### src/rtl/stg_pkg.sv
// ----------------------------------------------------------------------------
// stg_pkg: shared types and constants of the sine tone generator
// Register indexes, reset values and the tick descriptor passed to the emitter.
// ----------------------------------------------------------------------------
package stg_pkg;

  // results per tick never exceed this, whatever the channel count
  localparam int RESULT_LIMIT = 8;

  localparam logic [31:0] PHASE_STEP_RESET    = 32'd42852281;
  localparam logic [3:0]  CHANNEL_COUNT_RESET = 4'd2;

  localparam int MAG_BITS    = 15;
  localparam int SAMPLE_BITS = 16;
  localparam int INDEX_BITS  = 3;

  typedef enum logic {
    REG_PHASE_STEP    = 1'b0,
    REG_CHANNEL_COUNT = 1'b1
  } reg_index_t;

  // one accepted tick waiting for the copy emitter
  typedef struct packed {
    logic       neg;     // lower half of the wave: negate the magnitude
    logic [3:0] copies;  // words to emit, 0 to RESULT_LIMIT
  } tick_t;

endpackage

### src/rtl/stg_copy_emitter.sv
// ----------------------------------------------------------------------------
// stg_copy_emitter: per-channel copy output stage
// Takes one tick and its table magnitude, applies the sign and emits one
// word per channel copy from an output register, marking the final copy.
// ----------------------------------------------------------------------------
module stg_copy_emitter (
  input  logic                         clk,
  input  logic                         rst,
  input  logic                         tick_valid,
  input  stg_pkg::tick_t               tick,
  input  logic [stg_pkg::MAG_BITS-1:0] mag,
  output logic                         tick_take,
  output logic                         m_tvalid,
  input  logic                         m_tready,
  output logic [23:0]                  m_tdata,  // sample[15:0], channel_index[18:16], zero
  output logic                         m_tlast   // last_copy
);

  logic [stg_pkg::SAMPLE_BITS-1:0] sample;
  logic [stg_pkg::INDEX_BITS-1:0]  idx;
  logic [3:0]                      copies;
  logic                            last;
  logic                            can_load;
  logic                            load;

  assign last      = ({1'b0, idx} + 4'd1) == copies;
  assign can_load  = !m_tvalid || (m_tready && last);
  // a tick with no room is consumed at once and emits nothing
  assign tick_take = tick_valid && ((tick.copies == 4'd0) || can_load);
  assign load      = tick_valid && (tick.copies != 4'd0) && can_load;

  always_ff @(posedge clk) begin
    if (rst) begin
      m_tvalid <= 1'b0;
      idx      <= '0;
    end else begin
      priority if (load) begin
        m_tvalid <= 1'b1;
        idx      <= '0;
      end else if (m_tvalid && m_tready) begin
        if (last) begin
          m_tvalid <= 1'b0;
        end else begin
          idx <= idx + 3'd1;
        end
      end
    end
  end

  always_ff @(posedge clk) begin
    if (load) begin
      copies <= tick.copies;
      sample <= tick.neg ? 16'd0 - {1'b0, mag} : {1'b0, mag};
    end
  end

  assign m_tdata = {5'd0, idx, sample};
  assign m_tlast = last;

`ifndef NO_ASSERTIONS
  a_idx_in_range: assert property (@(posedge clk) disable iff (rst)
    m_tvalid |-> (copies != 4'd0) && (({1'b0, idx}) < copies))
    else $error("channel index beyond copy count");

  a_idx_advance: assert property (@(posedge clk) disable iff (rst)
    (m_tvalid && m_tready && !last) |=> m_tvalid && (idx == 3'($past(idx) + 3'd1)))
    else $error("channel index did not advance after a taken word");

  a_load_first: assert property (@(posedge clk) disable iff (rst)
    load |=> m_tvalid && (idx == 3'd0))
    else $error("new tick did not start at channel zero");
`endif

endmodule

### config.mk
export PLATFORM = sky130hd
export DESIGN_NAME = stg_copy_emitter
export DESIGN_NICKNAME = d
export VERILOG_FILES = /design/src/rtl/stg_pkg.sv /design/src/rtl/stg_copy_emitter.sv
export SDC_FILE = /design/constraint.sdc
export NUM_CORES = 1
export LEC_CHECK = 0
export BUFFER_PORTS_ARGS = -buffer_cell sky130_fd_sc_hd__buf_2
export CORE_MARGIN = 1
export CORE_UTILIZATION = 30
export DETAILED_ROUTE_END_ITERATION = 16
export PLACE_DENSITY = 0.58
export SYNTH_ARGS = -nofsm -noshare
export SYNTH_HDL_FRONTEND = slang
export SYNTH_SLANG_ARGS = --single-unit
### constraint.sdc
create_clock -name clk -period 3 [get_ports clk]
set_input_delay 0.3 -clock clk [delete_from_list [all_inputs] [get_ports clk]]
set_output_delay 0.3 -clock clk [all_outputs]
set_load 0.01 [all_outputs]
==> run_results.csv <==
group,metric,value,unit
status,status,"finished, final reports clean",
worst_setup_path,required,2.70,ns
timing,fmax,0.430,GHz
global_routing,grt_use_total,12.0,%
timing,slew_headroom,60.9,%
routing,drc,0,
timing,rsz0062_at_grt,"false",
worst_setup_path,critPathLaunchType,"flop",
die,io_pins,51,
die,initial_utilization,31.1,%
timing,finalSetupViolations,0,
power_and_ir_drop,p_switching,177,uW
flow_run,max_cap_viol_count,0,
global_routing,antenna_found_initial,0,
power_and_ir_drop,pwr-share-seq,56.3,%
global_routing,first_global_vias,929,
worst_setup_path,max_stage_delay,0.45,ns
synth,yosys_warnings,0,
timing,skew,0.00230,ns
timing,period_share,77.5,%
die,die_h,66.4,um
cells_and_area,finish.utilization,39.0,%
cts,root_buffer,"clkbuf_8",
cells_and_area,fillerInstances,419,
synth,synth_cells,107,
routing,viasPerCell,4.70,
synth,yosysTopAreaCell,"edfxtp_1",
timing,finalHoldViolCount,0,
synth,avgSynthCellArea,11.6,um^2
synth,synth_cell_types,33,
routing,final_antenna_net_count,0,
synth,syn_area,1240,um^2
placement,io_buffers,45,
worst_setup_path,critPathMaxFanout,7,
worst_setup_path,worstSetupPathType,"reg2out",
cts,cts.hold.buffers_added,0,
power_and_ir_drop,combPwrFrac,16.9,%
timing,worstMarginPinSlew,0.581,ns
power_and_ir_drop,p_per_area,455,nW/um^2
timing,post-route-min-period,2.33,ns
global_routing,gr-total-overflow,0,
global_routing,grt_pass1_wl,4020,um
routing,first_pass_iters,4,
cts,ctsResizeCount,0,
die,fp.dieW,66.4,um
power_and_ir_drop,swShare,24.9,%
global_routing,grt_max_degree,23,
synth,yosysTopAreaCellShare,48.3,%
synth,seq_area_frac_synth,54.8,%
routing,routed_wl,2570,um
cts,cts_buffers,3,
cts,cts.clk_slew.worst_paths,0.08,ns
worst_setup_path,crit_chain,"ha_1 > xor2_1 > a21oi_1 > a41o_1 > o21a_1 > buf_2",
routing,routedWlPerCell,12.5,um
cells_and_area,syn2layout_area_growth,25.5,%
power_and_ir_drop,peakVddDrop,191,uV
die,core,4000,um^2
power_and_ir_drop,p_leak,0.639,nW
cells_and_area,antenna_cells,0,
cts,postCtsSetupRepairBufs,0,
worst_setup_path,end_kind,"output port",
routing,dr.first_iter.drc_count,37,
routing,via_count,963,
power_and_ir_drop,clockPowerShare,26.8,%
cts,clkLatencyLatePin,0.26,ns
timing,drv_slew,0,
cells_and_area,nNetsFinal,182,
cts,clk_path_buf_depth,2,
die,rows,23,
placement,routabilityCongestion,0.894,
cells_and_area,drive_above_1_share,34.2,%
cts,htree_levels,1,
min_path,min_path_type,"in2reg",
cts,clock_sinks,24,
timing,tns,0,ns
cts,cts_tree,"done",
worst_setup_path,cp.arrival,2.03,ns
synth,synth-seq-cells,24,
power_and_ir_drop,internal_power,532,uW
die,die_area,4400,um^2
worst_setup_path,crit_slowest_cell,"dfxtp_1",
synth,ys_top_cells_by_area,"edfxtp_1 (48%), xnor2_1 (9.9%), dfxtp_1 (6.4%)",
placement,dp_hpwl,1980,um
[kinds of logic (layout without fill, tap and decap cells)]
group / count (synthesis) / in the layout / synth area share, %
buffers and inverters: 11 / 55 / 4.83
adder cells (fa/ha/maj): 2 / 2 / 2.01
XOR/XNOR: 17 / 17 / 12.0
flip-flops: 24 / 24 / 54.8
AO/OA/AOI/OAI: 22 / 22 / 12.0
other: 1 / 5 / 0.302
AND/OR/NAND/NOR: 29 / 29 / 13.3
multiplexers: 1 / 1 / 0.806
[critical path, delay by kind of cell, from the launching register on]
family,cells,cell delay [ns]
fa+ha+maj,1,0.29
xor+xnor,1,0.18
compound gates,3,0.72
buf+inv,1,0.12
flops,1,0.45
[placed cells by master, fill, tap and decap left out, types with 2 or more instances in the layout]
| cell type | n |
|---|---|
| nand2_1 | 8 |
| conb_1 | 5 |
| xnor2_1 | 14 |
| xor2_1 | 3 |
| ha_1 | 2 |
| nand2b_1 | 4 |
| edfxtp_1 | 20 |
| dfxtp_1 | 4 |
| clkbuf_8 | 3 |
| nand3_1 | 4 |
| or4_1 | 2 |
| inv_1 | 5 |
| or4_4 | 2 |
| o31ai_1 | 5 |
| a21oi_1 | 4 |
| nor3_1 | 3 |
| o21ai_0 | 5 |
| buf_2 | 45 |
[metrics by stage]
step,hold WS [ns],power [mW],instance area (um^2),setup WS (ns),std cells
2_1_floorplan,0.369,0.475,1260,0.178,111
3_3_place_gp,0.506,0.525,1510,0.859,201
3_5_place_dp,0.498,0.528,1510,0.743,201
4_1_cts,0.221,0.718,1560,0.686,205
5_1_grt,0.219,0.744,1560,0.559,205
6_report,0.230,0.709,1560,0.674,205
[path summary, 6_finish.rpt]
path                start   endpoint  slack (ns)  depth (start not counted)
setup / recovery   idx[0]  tick_take        0.67                          6
hold / removal    tick[0]  copies[0]        0.23                          1
setup reg to reg   idx[0]  copies[0]        0.71                          6
hold reg to reg    idx[1]     idx[1]        0.58                          2
[flip-flops by register name (all words and copies together) (netlist names)]
register and flops:
idx 3, sample 16, copies 4, m_tvalid 1
[per-layer routing]
| metal | GRT usage (%) | share of wire [%] | vias to the layer above |
|---|---|---|---|
| li1 | - | - | 485 |
| met4 | 2.39 | 0 | 0 |
| met1 | 15.8 | 46 | 439 |
| met5 | 0 | 0 | - |
| met3 | 3.10 | 8.0 | 0 |
| met2 | 19.6 | 46 | 39 |
[synth_stat cells (all sizes together)]
master and count:
buf 5, o21ai 5, a31oi 1, and3b 1, a21oi 4, o31ai 5, dfxtp 4, nor2 1
ha 2, nand2b 4, o21a 1, conb 1, or2 1, xor2 3, clkbuf 1, nor4 1
nand3 4, o31a 1, edfxtp 20, mux2i 1, or4 4, a41o 1, nor2b 1, xnor2 14
a311oi 1, nand2 8, or3 1, inv 5, nor3 3, a21o 1, a31o 1, o41ai 1
[power groups by stage]
stage / clock, mW / sequential, mW / combinational, mW
after floorplan: 0 / 0.416 / 0.0592
after global placement: 0 / 0.407 / 0.118
after detailed placement: 0 / 0.407 / 0.121
after CTS: 0.197 / 0.400 / 0.121
after global routing: 0.209 / 0.402 / 0.133
final: 0.190 / 0.399 / 0.120
[layout make-up]
type | instances | area (um^2) | share of cell area, %
Multi-Input combinational cell | 76 | 519 | 33.3
Clock inverter | 1 | 3.75 | 0.241
Clock buffer | 3 | 41.3 | 2.65
Timing Repair Buffer | 46 | 233 | 14.9
Tap cell | 50 | 62.6 | 4.01
Sequential cell | 24 | 681 | 43.7
Inverter | 5 | 18.8 | 1.20
Note: power is estimated with default switching activity, not from simulation.
